## src/rtl/bfws_pkg.sv

```systemverilog
// Shared types and constants for the box filter window sum block.
`default_nettype none
package bfws_pkg;

    localparam int MAX_RADIUS = 32;
    localparam int LINE_DEPTH = 2 * MAX_RADIUS + 1;
    localparam int SAMPLE_W   = 8;
    localparam int SUM_W      = 15;
    localparam int RADIUS_W   = 6;
    localparam int COUNT_W    = $clog2(LINE_DEPTH + 1);
    localparam int APB_AW     = 3;

    // register byte addresses, word index taken from paddr[2]
    localparam logic REG_WINDOW_RADIUS = 1'b0;

    typedef logic [SAMPLE_W-1:0] t_sample;
    typedef logic [SUM_W-1:0]    t_sum;
    typedef logic [RADIUS_W-1:0] t_radius;
    typedef logic [COUNT_W-1:0]  t_count;

    typedef enum logic {
        ST_RUN,
        ST_FLUSH
    } t_state;

    // control from the sequencer to the delay line
    typedef struct packed {
        logic    shift;
        t_sample sample;
        t_count  tap_idx;
    } t_line_ctrl;

endpackage
`default_nettype wire

```

## src/rtl/bfws_cell.sv

```systemverilog
// One stage of the sample delay line.
`default_nettype none
module bfws_cell (
    input  wire                     i_clk,
    input  wire                     i_shift,
    input  wire  bfws_pkg::t_sample i_d,
    output bfws_pkg::t_sample       o_q
);
    import bfws_pkg::*;

    t_sample r_q;

    always_ff @(posedge i_clk) begin
        if (i_shift) begin
            r_q <= i_d;
        end
    end

    assign o_q = r_q;

endmodule
`default_nettype wire

```

## src/rtl/bfws_line.sv

```systemverilog
// Delay line built as a chain of cells, with a selectable tap.
`default_nettype none
module bfws_line (
    input  wire                        i_clk,
    input  wire  bfws_pkg::t_line_ctrl i_ctrl,
    output bfws_pkg::t_sample          o_tap
);
    import bfws_pkg::*;

    t_sample w_q [LINE_DEPTH];

    // cell k holds the sample written k+1 requests ago
    for (genvar k = 0; k < LINE_DEPTH; k++) begin : g_cell
        if (k == 0) begin : g_head
            bfws_cell u_cell (
                .i_clk   (i_clk),
                .i_shift (i_ctrl.shift),
                .i_d     (i_ctrl.sample),
                .o_q     (w_q[k])
            );
        end else begin : g_body
            bfws_cell u_cell (
                .i_clk   (i_clk),
                .i_shift (i_ctrl.shift),
                .i_d     (w_q[k-1]),
                .o_q     (w_q[k])
            );
        end
    end

    always_comb begin
        o_tap = '0;
        for (int k = 0; k < LINE_DEPTH; k++) begin
            if (i_ctrl.tap_idx == COUNT_W'(k)) begin
                o_tap = w_q[k];
            end
        end
    end

endmodule
`default_nettype wire

```

## src/rtl/box_filter_window_sum.sv

```systemverilog
// Top level: clamped-border moving window sum over framed 8-bit samples.
//
// Input stream s_*: one sample per request, s_tlast on the last sample of a
// frame. Output stream m_*: one window sum per position, m_tlast on the final
// result of the frame. Radius r is set over the APB port (reset value 1,
// values above 32 act as 32); a write outside a flush restarts the frame state.
// Samples are taken one per cycle while no flush is under way and the output
// register is free or being drained. The result for position p is registered
// into the output register as sample p+r is taken.
// After the last sample of a frame, up to r flush results follow at one per
// cycle while the output register is free or being drained; the input is held
// off meanwhile. The flush removes at most one old sample per cycle through
// the delay line tap. Reset clears the frame state and the output valid flag;
// delay line contents are never read before they are written within the
// current frame. When m_tready is low the result waits in the output register
// and no new sample is taken until it is free.
`default_nettype none
module box_filter_window_sum (
    input  wire                         i_clk,
    input  wire                         i_rst_n,
    // APB configuration
    input  wire                         psel,
    input  wire                         penable,
    input  wire                         pwrite,
    input  wire  [bfws_pkg::APB_AW-1:0] paddr,
    input  wire  [31:0]                 pwdata,
    output logic [31:0]                 prdata,
    output logic                        pready,
    // sample stream
    input  wire                         s_tvalid,
    output logic                        s_tready,
    input  wire  [7:0]                  s_tdata,   // [7:0] sample
    input  wire                         s_tlast,   // frame_end
    // result stream
    output logic                        m_tvalid,
    input  wire                         m_tready,
    output logic [15:0]                 m_tdata,   // [14:0] window_sum, [15] zero
    output logic                        m_tlast    // last_of_frame
);
    import bfws_pkg::*;

    t_state     r_state, n_state;
    t_radius    r_radius;
    t_sum       r_sum, n_sum;
    t_count     r_seen, n_seen;
    t_count     r_cnt, n_cnt;
    t_radius    r_left, n_left;
    logic       r_out_valid, n_out_valid;
    t_sum       r_out_sum, n_out_sum;
    logic       r_out_last, n_out_last;

    t_line_ctrl w_line;
    t_sample    w_tap;

    logic       w_cfg_wr;
    logic       w_slot_free;
    logic       w_accept;
    t_radius    w_rad;
    t_count     w_win;
    t_count     w_seen_new;
    t_radius    w_left_dec;
    t_count     w_want_raw;
    t_count     w_want;
    logic       w_drop;

    assign pready   = 1'b1;
    // writes to unmapped addresses leave the frame state alone
    assign w_cfg_wr = psel && penable && pwrite && pready
                      && (paddr[2] == REG_WINDOW_RADIUS);
    assign prdata   = (paddr[2] == REG_WINDOW_RADIUS) ? {26'd0, r_radius} : 32'd0;

    assign w_rad = (r_radius > RADIUS_W'(MAX_RADIUS)) ? RADIUS_W'(MAX_RADIUS) : r_radius;
    assign w_win = {w_rad, 1'b1};

    assign w_slot_free = !r_out_valid || m_tready;
    assign s_tready    = (r_state == ST_RUN) && w_slot_free;
    assign w_accept    = s_tvalid && s_tready;

    assign w_seen_new = (r_seen >= w_win) ? r_seen : r_seen + 1'b1;

    // flush bookkeeping: window of position j ends at min(j+r, held-1)
    assign w_left_dec = r_left - 1'b1;
    assign w_want_raw = COUNT_W'(w_left_dec) + COUNT_W'(w_rad) + 1'b1;
    assign w_want     = (w_want_raw > r_seen) ? r_seen : w_want_raw;
    assign w_drop     = r_cnt > w_want;

    always_comb begin
        w_line.shift   = w_accept;
        w_line.sample  = s_tdata;
        w_line.tap_idx = (r_state == ST_FLUSH) ? r_cnt - 1'b1 : {w_rad, 1'b0};
    end

    bfws_line u_line (
        .i_clk  (i_clk),
        .i_ctrl (w_line),
        .o_tap  (w_tap)
    );

    always_comb begin
        n_state     = r_state;
        n_sum       = r_sum;
        n_seen      = r_seen;
        n_cnt       = r_cnt;
        n_left      = r_left;
        n_out_valid = r_out_valid && !m_tready;
        n_out_sum   = r_out_sum;
        n_out_last  = r_out_last;
        case (r_state)
            ST_RUN: begin
                if (w_cfg_wr) begin
                    n_sum  = '0;
                    n_seen = '0;
                end else if (w_accept) begin
                    n_sum  = r_sum - ((r_seen >= w_win) ? SUM_W'(w_tap) : '0)
                           + SUM_W'(s_tdata);
                    n_seen = w_seen_new;
                    if (w_seen_new >= COUNT_W'(w_rad) + 1'b1) begin
                        n_out_valid = 1'b1;
                        n_out_sum   = n_sum;
                        n_out_last  = s_tlast && (w_rad == '0);
                    end
                    if (s_tlast) begin
                        if (w_rad == '0) begin
                            n_sum  = '0;
                            n_seen = '0;
                        end else begin
                            // flush count min(held, r) is at least one here
                            n_left  = (w_seen_new < COUNT_W'(w_rad)) ?
                                      RADIUS_W'(w_seen_new) : w_rad;
                            n_cnt   = w_seen_new;
                            n_state = ST_FLUSH;
                        end
                    end
                end
            end
            ST_FLUSH: begin
                if (w_slot_free) begin
                    n_out_valid = 1'b1;
                    n_out_sum   = w_drop ? r_sum - SUM_W'(w_tap) : r_sum;
                    n_out_last  = (w_left_dec == '0);
                    n_sum       = n_out_sum;
                    n_cnt       = w_drop ? r_cnt - 1'b1 : r_cnt;
                    n_left      = w_left_dec;
                    if (w_left_dec == '0) begin
                        n_sum   = '0;
                        n_seen  = '0;
                        n_state = ST_RUN;
                    end
                end
            end
            default: n_state = ST_RUN;
        endcase
    end

    always_ff @(posedge i_clk) begin
        if (!i_rst_n) begin
            r_state     <= ST_RUN;
            r_radius    <= RADIUS_W'(1);
            r_sum       <= '0;
            r_seen      <= '0;
            r_cnt       <= '0;
            r_left      <= '0;
            r_out_valid <= 1'b0;
        end else begin
            r_state     <= n_state;
            r_sum       <= n_sum;
            r_seen      <= n_seen;
            r_cnt       <= n_cnt;
            r_left      <= n_left;
            r_out_valid <= n_out_valid;
            if (w_cfg_wr && paddr[2] == REG_WINDOW_RADIUS) begin
                r_radius <= pwdata[RADIUS_W-1:0];
            end
        end
    end

    always_ff @(posedge i_clk) begin
        r_out_sum  <= n_out_sum;
        r_out_last <= n_out_last;
    end

    assign m_tvalid = r_out_valid;
    assign m_tdata  = {1'b0, r_out_sum};
    assign m_tlast  = r_out_last;

`ifndef SYNTHESIS
    a_no_input_in_flush: assert property (@(posedge i_clk) disable iff (!i_rst_n)
        (r_state == ST_FLUSH) |-> !s_tready)
        else $error("sample taken during flush");

    a_seen_in_window: assert property (@(posedge i_clk) disable iff (!i_rst_n)
        r_seen <= w_win)
        else $error("sample count beyond window length");

    a_flush_cnt_bound: assert property (@(posedge i_clk) disable iff (!i_rst_n)
        (r_state == ST_FLUSH) |-> (r_cnt <= r_seen && r_left != '0))
        else $error("flush counters out of range");

    a_zero_radius_last: assert property (@(posedge i_clk) disable iff (!i_rst_n)
        (w_accept && s_tlast && w_rad == '0) |=> (m_tvalid && m_tlast))
        else $error("missing last result for zero radius");
`endif

endmodule
`default_nettype wire
```

## config.mk

```make
export PLATFORM = sky130hd
export DESIGN_NAME = box_filter_window_sum
export DESIGN_NICKNAME = d
export VERILOG_FILES = /design/src/rtl/bfws_pkg.sv /design/src/rtl/bfws_cell.sv /design/src/rtl/bfws_line.sv /design/src/rtl/box_filter_window_sum.sv
export SDC_FILE = /design/constraint.sdc
export NUM_CORES = 1
export LEC_CHECK = 0
export ABC_AREA = 1
export BUFFER_PORTS_ARGS = -buffer_cell sky130_fd_sc_hd__buf_2
export CAP_MARGIN = 20
export CORE_ASPECT_RATIO = 1.4
export CORE_MARGIN = 1.5
export CORE_UTILIZATION = 40
export DETAILED_ROUTE_END_ITERATION = 8
export PLACE_DENSITY = 0.52
export RECOVER_POWER = 100
export SYNTH_ARGS = -nofsm -noshare
export SYNTH_HDL_FRONTEND = slang
export SYNTH_SLANG_ARGS = --single-unit
```

## constraint.sdc

```tcl
create_clock -name i_clk -period 18.2 [get_ports i_clk]
set_input_delay 1.82 -clock i_clk [delete_from_list [all_inputs] [get_ports i_clk]]
set_output_delay 1.82 -clock i_clk [all_outputs]
set_load 0.02 [all_outputs]
```

==> metrics.md, run 1 <==
| Metric | Value |
|---|---|
| Worst r2r dst | u_line.g_cell[17].g_body.u_cell.o_q[5] |
| IO Pins | slightly above 100 |
| Num rows | ~110 |
| Final worst path period need | 12.18 ns |
| Critical Setup Path Class | input pin to flop |
| Hold path start | u_line.g_cell[61].g_body.u_cell.o_q[1] |
| Mapped cell area | between 0.02 and 0.03 mm^2 |
| Clock skew | 0.01420 ns |
| Required @ worst endpoint | 18.17 ns |
| Hold path depth | 0 |
| Iteration count of the initial detailed-routing pass | 5 |
| Initial Util | 0.4057 |
| Outcome | finished with violations |
| GRT overflow | 0 |
| Ant diodes | 0 |
| Clk sinks | roughly 580 |
| Die Ht | 311.4 um |
| Dpl hpwl | between 40000 and 50000 um |
| Post-synth EDFFs | 536 |
| Area growth syn-to-layout | 10.93% |
| Total GRT Usage | 0.1780 |
| Top FF cell, synth | edfxtp_1 |
| First-pass GRT wire length | roughly 99000 um |
| Fraction of layout cells with a size suffix above 1 | 0.1026 |
| Hold_buf cts | 0 |
| Fin cells | between 3000 and 4000 |
| Flop-to-flop setup slack | 6.68 ns |
| R2R cell count | 5 |
| Htree depth | 2 |
| FF+latch count, synth | approximately 580 |
| Sequential-to-total area share from yosys stat | 0.6239 |
| Top achievable clock speed | 82.11 MHz |
| Pin count of the biggest net entering global routing | 201 |
| Core ar. | 0.06698 mm^2 |
| Slew margin rel. | -4.666 |
| CP startpoint | m_tready |
| Placer congestion estimate | 0.8681 |
| Sequential Area | 0.01696 mm^2 |
| CTS tree | built |
| Lkg Pwr | 11.99 nW |
| Slowest CP cell | dlymetal6s4s_1 |
| Total Neg Setup Slack | 0 ns |
| Setup bufs post-CTS | 0 |
| Post-synth ARST share | 0 |
| VDD IR max | roughly 0.000086 V |
| Crit-path most repeated cell | nor2_1 |
| Die width | about 220 um |
| Area of the multi-input gates | 0.008439 mm^2 |
| Hold WC Path Type | flop to flop |
| P per Cell Area | 135.4 mW/mm^2 |
| Clock Pin Slew Worst Setup and Hold Paths | ~0.060 ns |
| Worst-skew pair later-pin latency | around 0.62 ns |
| Fillers | 6267 |
| Die area | 0.06954 mm^2 |
| Post-Syn Instances | 2682 |
| Worst Path Buf+Inv | 3 |
| Synthesis Warnings | 0 |
| Violated checks | max-capacitance violations, max-slew violations |
| Most frequent cells in the layout | 792 x nand2_1, 536 x edfxtp_1, 370 x inv_1, 194 x nor2_1, 126 x or2_2 |
| CP Cell Sequence | buf_2, nor2_1, nor2_1, nand2_1, clkinvlp_2, dlymetal6s4s_1 |
| # resized after CTS | 0 |
| Vias in the first global route | roughly 18000 |
| Buffer depth of the longest clock path | 3 |
| DRT Wirelength | just over 60000 um |
| Root buffer cell | clkbuf_16 |
| Buffers on Ports | 46 |
| Post-route ant nets | 0 |
| Drt initial violations | about 1300 |
| CP peak stage delay | about 6.4 ns |
| Num CTS Buffers | 60 |
| Final slew viol count | 530 |
| Worst setup EP type | flop |
| Startpoint types | input pin |
| Vias | 17890 |
| Crit-path max FO | 200 |
| Commonest non-fill, non-tap cell in the layout | nand2_1 |
| Wire per inst | 16.73 um |
| Avg Inst Size Synth | between 10 and 15 um^2 |
| Initial antenna violation count | 0 |
| Placed Cells | 3564 |
| Setup violators final | 0 |
| Vias/cell | 4.871 |
| Worst Max-Slew Pin Slew | 8.498 ns |
| Final Hold Vio Count | 0 |
| Max-cap violations | 5 |
| Nets | 2905 |
| Hold EP | u_line.g_cell[62].g_body.u_cell.o_q[1] |
| Arrival time at the worst endpoint | 12.15 ns |
| # DRC | 0 |
| Cell variety after synth | slightly below 60 |
| Reg-to-Reg Start | r_state |
| Crit path max-delay family | buffers and inverters |
| Final period util | 0.6691 |
| RSZ-0062 raised after global routing | false |
-- power by group --
group | total, W | switching [W] | internal [W]
logic | 0.00110 | 0.000742 | 0.000360
clock network | 0.00121 | 0.000523 | 0.000691
registers | 0.00177 | 0.0000859 | 0.00168
-- sequential cells by signal, indices dropped and copies added, names as in the netlist --
| name | count |
|---|---|
| m_tvalid | 1 |
| u_line.g_cell.g_body.u_cell.o_q | 512 |
| r_cnt | 7 |
| r_left | 6 |
| r_state | 1 |
| m_tlast | 1 |
| r_radius | 6 |
| r_seen | 7 |
| r_out_sum | 15 |
| r_sum | 15 |
| u_line.g_cell.g_head.u_cell.o_q | 8 |
-- logic make-up after synthesis --
family | after synthesis | share of synthesized area
flip-flops | 579 | 0.6239
XOR/XNOR | 31 | 0.009990
adder cells (fa/ha/maj) | 83 | 0.04097
AO/OA/AOI/OAI | 227 | 0.04650
other | 2 | 0.0002763
buffers and inverters | 453 | 0.06758
AND/OR/NAND/NOR | 1307 | 0.2108
-- metal layers --
metal	part of all wire	GRT usage
met3	0.033	0.02461
met1	0.44	0.2276
met2	0.50	0.3117
met4	0.028	0.05482
met5	0	0
-- area by class of cell --
type,instances,area share
timing repair buffer,65,0.01067
clock inverter,32,0.009670
inverter,388,0.04851
sequential,579,0.5624
clock buffer,77,0.05333
multi-input combinational,1677,0.2799
tap,855,0.03548
-- worst max path at each step --
stage / endpoint / slack (ns) / cells past startpoint
floorplan: m_tlast / 3.15 / 6
global route: u_line.g_cell[37].g_body.u_cell.o_q[7] / 4.89 / 6
CTS: r_sum[13] / 8.87 / 82
detailed placement: r_sum[13] / 8.90 / 82
global placement: r_sum[13] / 8.98 / 80
finish: u_line.g_cell[17].g_body.u_cell.o_q[5] / 6.02 / 6
-- Yosys cell counts, drive strengths merged (11+ instances only) --
| cell | n | share of area |
|---|---|---|
| nor2 | 217 | 0.034 |
| ha | 73 | 0.034 |
| xor2 | 25 | 0.0081 |
| dfxtp | 43 | 0.032 |
| o21ai | 76 | 0.014 |
| nand4 | 69 | 0.016 |
| nand2 | 797 | 0.11 |
| inv | 387 | 0.054 |
| o211ai | 11 | 0.0030 |
| buf | 39 | 0.010 |
| nand3 | 78 | 0.016 |
| clkbuf | 26 | 0.0036 |
| a21oi | 99 | 0.018 |
| or2 | 134 | 0.031 |
| edfxtp | 536 | 0.59 |
-- per-stage QoR --
| step | power [W] | cell area [um^2] | utilization | hold WS, ns | setup slack [ns] |
|---|---|---|---|---|---|
| after detailed placement | 0.002886 | 28370 | 0.4235 | 0.4291 | 8.902 |
| final | 0.004083 | 30150 | 0.4501 | 0.4369 | 6.022 |
| after floorplan | 0.002612 | 27280 | - | 0.4176 | 3.150 |
| after CTS | 0.004125 | 30270 | 0.4518 | 0.4426 | 8.866 |
| after global placement | 0.002857 | 28370 | 0.4235 | 0.4236 | 8.977 |
| after global routing | 0.004343 | 30150 | 0.4501 | 0.4535 | 4.886 |
No activity file was read; power rests on OpenSTA's default activity.
==> run 2: changes to the inputs <==
Settings changed: ABC_AREA 1 to 0, PLACE_DENSITY 0.52 to 0.54.
Clock period 18.2 ns to 9.8 ns, I/O delays scaled along.
==> run 2 against run 1 <==
- the run still ends with max-capacitance violations, max-slew violations left
- via count up 20%
- clock power up 100%
- synthesized area up 1.9%
- synthesized cell count down 16%
- final area up 4.2%
- sequential share of layout area down 2.3 points
- count of clock-buffer cells in the layout down 14
- final cell count down 9.3%
- utilization up 0.70 points
- first-iteration DRC count up 110%
- highest routed layer is now met5
==> metrics.md, run 2 <==
| Metric | Value |
|---|---|
| Outcome | finished with violations |
| Violated checks | max-capacitance violations, max-slew violations |
| IO Pins | between 100 and 150 |
| Synth area leader | edfxtp_1 |
| Root buffer cell | clkbuf_16 |
| Lkg Pwr | 10.48 nW |
| Max-cap violations | 6 |
| Buffer depth of the longest clock path | 3 |
| Arrival time at the worst endpoint | 8.79 ns |
| # DRC | 0 |
| Area growth syn-to-layout | 13.46% |
| Clock Pin Slew Worst Setup and Hold Paths | 0.07 ns |
| Slew margin rel. | -2.138 |
| Num rows | approximately 110 |
| Worst-skew pair later-pin latency | 0.67 ns |
| Dpl hpwl | a little over 70000 um |
| Nets | 2488 |
| Hold_buf cts | 0 |
| Placer congestion estimate | 0.9677 |
| Post-synth EDFFs | 536 |
| FF+latch count, synth | 579 |
| Fin cells | 3332 |
| Cell variety after synth | 94 |
| Top achievable clock speed | 119.2 MHz |
| Htree depth | 2 |
| CTS tree | built |
| Die area | 0.07085 mm^2 |
| Final period util | 0.8564 |
| Fillers | between 6000 and 7000 |
| Synth top cells by count | 536 x edfxtp_1, 176 x nor2_1, 138 x o21ai_0 |
| DRT Wirelength | 105900 um |
| Final Cell Area | 0.03143 mm^2 |
| Worst setup EP type | flop |
| Final worst path period need | 8.392 ns |
| Sequential Area | 0.01696 mm^2 |
| Total GRT Usage | 0.2978 |
| Crit-path max FO | 21 |
| Drt initial violations | about 2700 |
| Area after DPL | 0.02949 mm^2 |
| # resized after CTS | 0 |
| GRT overflow | 0 |
| Clock skew | slightly below 0.03 ns |
| Setup violators final | 0 |
| Pin count of the biggest net entering global routing | 161 |
| Vias | 21390 |
| Final slew viol count | 487 |
| Post-route ant nets | 0 |
| Total Neg Setup Slack | 0 ns |
| Vias/cell | 6.420 |
| R2R cell count | 23 |
| Final Hold Vio Count | 0 |
| P per Cell Area | 330.5 mW/mm^2 |
| Initial antenna violation count | 4 |
| Most numerous cell in the Yosys netlist | edfxtp_1 |
| Most frequent cells in the layout | 536 x edfxtp_1, 168 x nor2_1, 136 x nand2_1, 136 x o21ai_0, 125 x a21oi_1 |
| Num CTS Buffers | 57 |
| Max reg flops | 512 |
| Avg Inst Size Synth | ~12 um^2 |
| Top cells by area, synth | edfxtp_1 58%, ha_1 3.3%, dfxtp_1 3.1%, o21ai_0 2.5%, nor2_1 2.4% |
| Iteration count of the initial detailed-routing pass | 6 |
| Critical Setup Path Class | flop to flop |
| Buffers on Ports | 46 |
| Sequential-to-total area share from yosys stat | 0.6122 |
| Die width | 225.4 um |
| Startpoint types | flop |
| Core ar. | 0.06875 mm^2 |
| Hold path depth | 0 |
| Vias in the first global route | between 20000 and 25000 |
| Util after Layout | 0.4571 |
| Clk sinks | 579 |
| Die Ht | 314.4 um |
| Top FF cell, synth | edfxtp_1 |
| Fraction of layout cells with a size suffix above 1 | 0.1137 |
| Area of the multi-input gates | roughly 0.0099 mm^2 |
| Wire per inst | 31.79 um |
| Mapped cell area | 0.02770 mm^2 |
| Post-Syn Instances | 2262 |
| Worst Max-Slew Pin Slew | 4.708 ns |
| Setup bufs post-CTS | 0 |
| VDD IR max | 0.0002526 V |
| RSZ-0062 raised after global routing | false |
| Hold WC Path Type | flop to flop |
| Placed Cells | about 3200 |
| Synthesis Warnings | 0 |
| Required @ worst endpoint | a little over 10 ns |
| Commonest non-fill, non-tap cell in the layout | edfxtp_1 |
| Post-synth top area share | 0.5811 |
| First-pass GRT wire length | ~150000 um |
| Post-synth ARST share | 0 |
| Initial Util | 0.4029 |
run 2: cell count changes after synthesis, moves of 52 or more:
| cell | change |
|---|---|
| nand2_1 | -653 |
| inv_1 | -288 |
| or2_2 | -120 |
| o21ai_0 | +63 |
| o22ai_1 | +57 |
| nand4_1 | -52 |
run 2: worst max-delay path, stage by stage (launching register included):
cell,delay [ns]
dfxtp_1,0.71
nor3b_1,0.86
a211o_1,0.89
nand3_1,0.62
buf_12,0.37
o32ai_1,0.15
a21oi_1,0.06
a2111oi_0,0.66
o311a_1,0.24
nor3_1,0.08
nor2_1,0.36
nor2_1,0.13
fa_1,0.53
inv_1,0.06
fa_1,0.40
a21o_1,0.21
a21oi_1,0.25
o21bai_1,0.11
a21oi_1,0.24
o21ba_1,0.21
o311ai_0,0.22
a311oi_1,0.49
nand2_1,0.10
o221a_2,0.14
run 2: logic make-up after synthesis:
family / count (synthesis) / synth area share
AOI/OAI and AO/OA: 752 / 0.1911
DFF: 579 / 0.6122
and+or+nand+nor: 534 / 0.09265
buffers and inverters: 241 / 0.03907
adders and majority gates: 83 / 0.04020
xor gates and xnor gates: 44 / 0.01468
muxes: 27 / 0.009848
other: 2 / 0.0002711
run 2: per-stage QoR:
| stage | hold slack [ns] | power, W | setup slack (ns) |
|---|---|---|---|
| floorplan | 0.4168 | 0.006288 | 0.4298 |
| global placement | 0.4247 | 0.007827 | 1.728 |
| detailed placement | 0.4305 | 0.007885 | 1.648 |
| CTS | 0.4393 | 0.01032 | 1.632 |
| global route | 0.4420 | 0.01080 | 1.160 |
| finish | 0.4353 | 0.01039 | 1.408 |
run 2: path summary, 6_finish.rpt:
check	start	to	slack, ns
worst max-delay path	r_radius[2]	r_out_sum[14]	1.41
worst min-delay path	u_line.g_cell[16].g_body.u_cell.o_q[4]	u_line.g_cell[17].g_body.u_cell.o_q[4]	0.44
worst max register to register	r_radius[2]	r_out_sum[14]	1.41
worst min register to register	u_line.g_cell[16].g_body.u_cell.o_q[4]	u_line.g_cell[17].g_body.u_cell.o_q[4]	0.44
run 2: power breakdown:
group | switching (W) | internal [W]
combinational | 0.00302 | 0.00150
sequential | 0.000250 | 0.00319
clock | 0.00102 | 0.00141
total | 0.00429 | 0.00610
run 2: layout make-up:
type	instances	share of cell area
Sequential cell	579	0.5397
Multi-Input combinational cell	1469	0.3152
Clock buffer	63	0.04610
Tap cell	928	0.03695
Timing Repair Buffer	162	0.03368
Clock inverter	43	0.01800
Inverter	85	0.01015
Antenna cell	3	0.0002389
run 2: per-layer routing:
layer / track usage / vias up / routed length [um]
met3: 0.05619 / 340 / 9592
met5: 0 / - / 19
li1: - / 9045 / -
met4: 0.2167 / 4 / 8559
met2: 0.4829 / 1348 / 50130
met1: 0.3542 / 10660 / 37630
==> run 3: changes to the inputs <==
--- a/config.mk
+++ b/config.mk
@@ -16,2 +16,3 @@
 export RECOVER_POWER = 100
+export SETUP_SLACK_MARGIN = 0.4
 export SYNTH_ARGS = -nofsm -noshare
==> constraint.sdc (replaced) <==
create_clock -name i_clk -period 9.8 [get_ports i_clk]
set_input_delay 0.49 -clock i_clk [delete_from_list [all_inputs] [get_ports i_clk]]
set_output_delay 0.49 -clock i_clk [all_outputs]
set_load 0.02 [all_outputs]
==> run 3 against run 2 <==
- the flow still finishes with violations (max-capacitance violations, max-slew violations)
- critical path depth up 2
- total power fell by 1.6%
- die area stayed put
- clock skew fell by 0.0040 ns
- combinational power about the same
- final area down 0.38%
- utilization decreased by 0.17 points
- routed wire length decreased by 0.67%
- final cell count about the same
- register-to-register slack got worse by 0.47 ns
- first-iteration DRC count down 0.26%
- critical path type unchanged
- largest power group unchanged
- highest routed layer is now met4
==> metrics.md, run 3 (synthesis results as in run 2) <==
| Metric | Value |
|---|---|
| Outcome | finished with violations |
| Violated checks | max-capacitance violations, max-slew violations |
| Final worst path period need | slightly below 9 ns |
| Dpl hpwl | 72800 um |
| Total Neg Setup Slack | 0 ns |
| Fraction of layout cells with a size suffix above 1 | 0.1141 |
| Critical Setup Path Class | flop to flop |
| Pin count of the biggest net entering global routing | 87 |
| Root buffer cell | clkbuf_16 |
| Drt initial violations | 2736 |
| P per Cell Area | 326.6 mW/mm^2 |
| Wire per inst | 31.60 um |
| VDD IR max | between 0.0002 and 0.00025 V |
| Buffers on Ports | 46 |
| Iteration count of the initial detailed-routing pass | 6 |
| RSZ-0062 raised after global routing | false |
| Total GRT Usage | 0.2975 |
| Htree depth | 2 |
| Initial Util | 0.4029 |
| Worst Max-Slew Pin Slew | 3.354 ns |
| CP startpoint | r_state |
| # resized after CTS | 0 |
| Arrival time at the worst endpoint | 9.42 ns |
| First-pass GRT wire length | approximately 150000 um |
| DRT Wirelength | 105200 um |
| Startpoint types | flop |
| Die area | ~0.07 mm^2 |
| Fin cells | 3330 |
| Worst-skew pair later-pin latency | roughly 0.67 ns |
| Hold_buf cts | 0 |
| Final slew viol count | 442 |
| Slew margin rel. | -1.236 |
| Setup violators final | 0 |
| Num rows | 114 |
| Clock skew | 0.02519 ns |
| Reg-to-Reg Start | r_state |
| Die Ht | roughly 310 um |
| Core ar. | 0.06875 mm^2 |
| Crit-path max FO | 72 |
| Placer congestion estimate | 0.9967 |
| CTS tree | built |
| Hold path start | pwdata[0] |
| Worst setup EP type | flop |
| Dpl ws | 1.794 ns |
| R2R cell count | 25 |
| Hold path depth | 3 |
| # DRC | 0 |
| IO Pins | just over 100 |
| Final Cell Area | 0.03131 mm^2 |
| Vias in the first global route | about 21000 |
| Vias/cell | approximately 6.4 |
| Top achievable clock speed | 112.9 MHz |
| Vias | 21450 |
| Commonest non-fill, non-tap cell in the layout | edfxtp_1 |
| Ant diodes | 0 |
| Post-route ant nets | 0 |
| Setup bufs post-CTS | 0 |
| Buffer depth of the longest clock path | 3 |
| GRT overflow | 0 |
| Final period util | 0.9040 |
| Area after DPL | 0.02949 mm^2 |
| Max reg flops | 512 |
| Setup slack after layout | roughly 0.94 ns |
| Clock Pin Slew Worst Setup and Hold Paths | 0.07 ns |
| Initial antenna violation count | 0 |
| Fillers | 6418 |
| Max-cap violations | 7 |
| Required @ worst endpoint | 10.36 ns |
| Placed Cells | approximately 3200 |
| Num CTS Buffers | between 50 and 60 |
| Nets | 2491 |
| Area growth syn-to-layout | 13.03% |
| Hold WC Path Type | input pin to flop |
| Clk sinks | between 500 and 600 |
| Die width | 225.4 um |
| Final Hold Vio Count | 0 |
| Most frequent cells in the layout | 536 x edfxtp_1, 168 x nor2_1, 135 x nand2_1, 135 x o21ai_0, 125 x a21oi_1 |
| Lkg Pwr | 10.42 nW |
==> run 3: area by class of cell <==
| class | instances | area, um^2 | area share |
|---|---|---|---|
| multi-input cells | 1469 | 9916 | 0.3167 |
| repair buffers | 165 | 1065 | 0.03401 |
| clock buffers | 68 | 1499 | 0.04788 |
| well taps | 928 | 1161 | 0.03709 |
| clock inverters | 36 | 387.9 | 0.01239 |
| flip-flops and latches | 579 | 16960 | 0.5417 |
| inverters | 85 | 319.1 | 0.01019 |
==> run 3: critical path, stage by stage, from the launching register on <==
cell,delay (ns)
dfxtp_4,0.57
inv_1,0.35
clkbuf_1,1.58
nor2_1,0.23
a41oi_1,0.35
clkbuf_1,0.65
nor4_1,0.09
o21ai_0,0.37
nand4_1,0.27
a211oi_1,0.39
o221ai_1,0.19
clkbuf_1,0.20
a21oi_1,0.56
nor2_1,0.11
fa_1,0.54
inv_1,0.05
ha_1,0.31
a21oi_1,0.11
o21bai_1,0.15
a21oi_1,0.12
o21ba_1,0.22
o311ai_0,0.56
nand2_1,0.17
xnor2_1,0.22
nor2_1,0.07
o221a_2,0.26
==> run 3: where the power goes <==
part,internal [W],total (W),leakage [nW],switching (W)
Sequential,0.00317,0.00342,5.06,0.000247
Combinational,0.00151,0.00450,4.45,0.00299
Clock,0.00128,0.00231,0.910,0.00103
==> run 3: path summary, 6_finish.rpt <==
path                                                          endpoint  slack, ns
worst max-delay path                                         r_sum[12]       0.94
worst min-delay path                                       r_radius[0]       0.04
worst max register to register                               r_sum[12]       0.94
worst min register to register  u_line.g_cell[56].g_body.u_cell.o_q[4]       0.44
==> run 3: through the flow <==
step	utilization	power, W	hold WS [ns]
6_report	0.4554	0.01023	0.04183
5_1_grt	0.4554	0.01069	0.06506
4_1_cts	0.4563	0.01018	0.01095
3_5_place_dp	0.4289	0.007869	0.4277
3_3_place_gp	0.4287	0.007831	0.4248
2_1_floorplan	-	0.006288	0.4168
==> run 3: routing by layer <==
layer,vias up,share of wire,global-route usage
li1,9052,-,-
met1,10740,0.35,0.3505
met2,1340,0.48,0.4945
met3,317,0.086,0.05301
met4,0,0.080,0.2035
met5,-,0,0
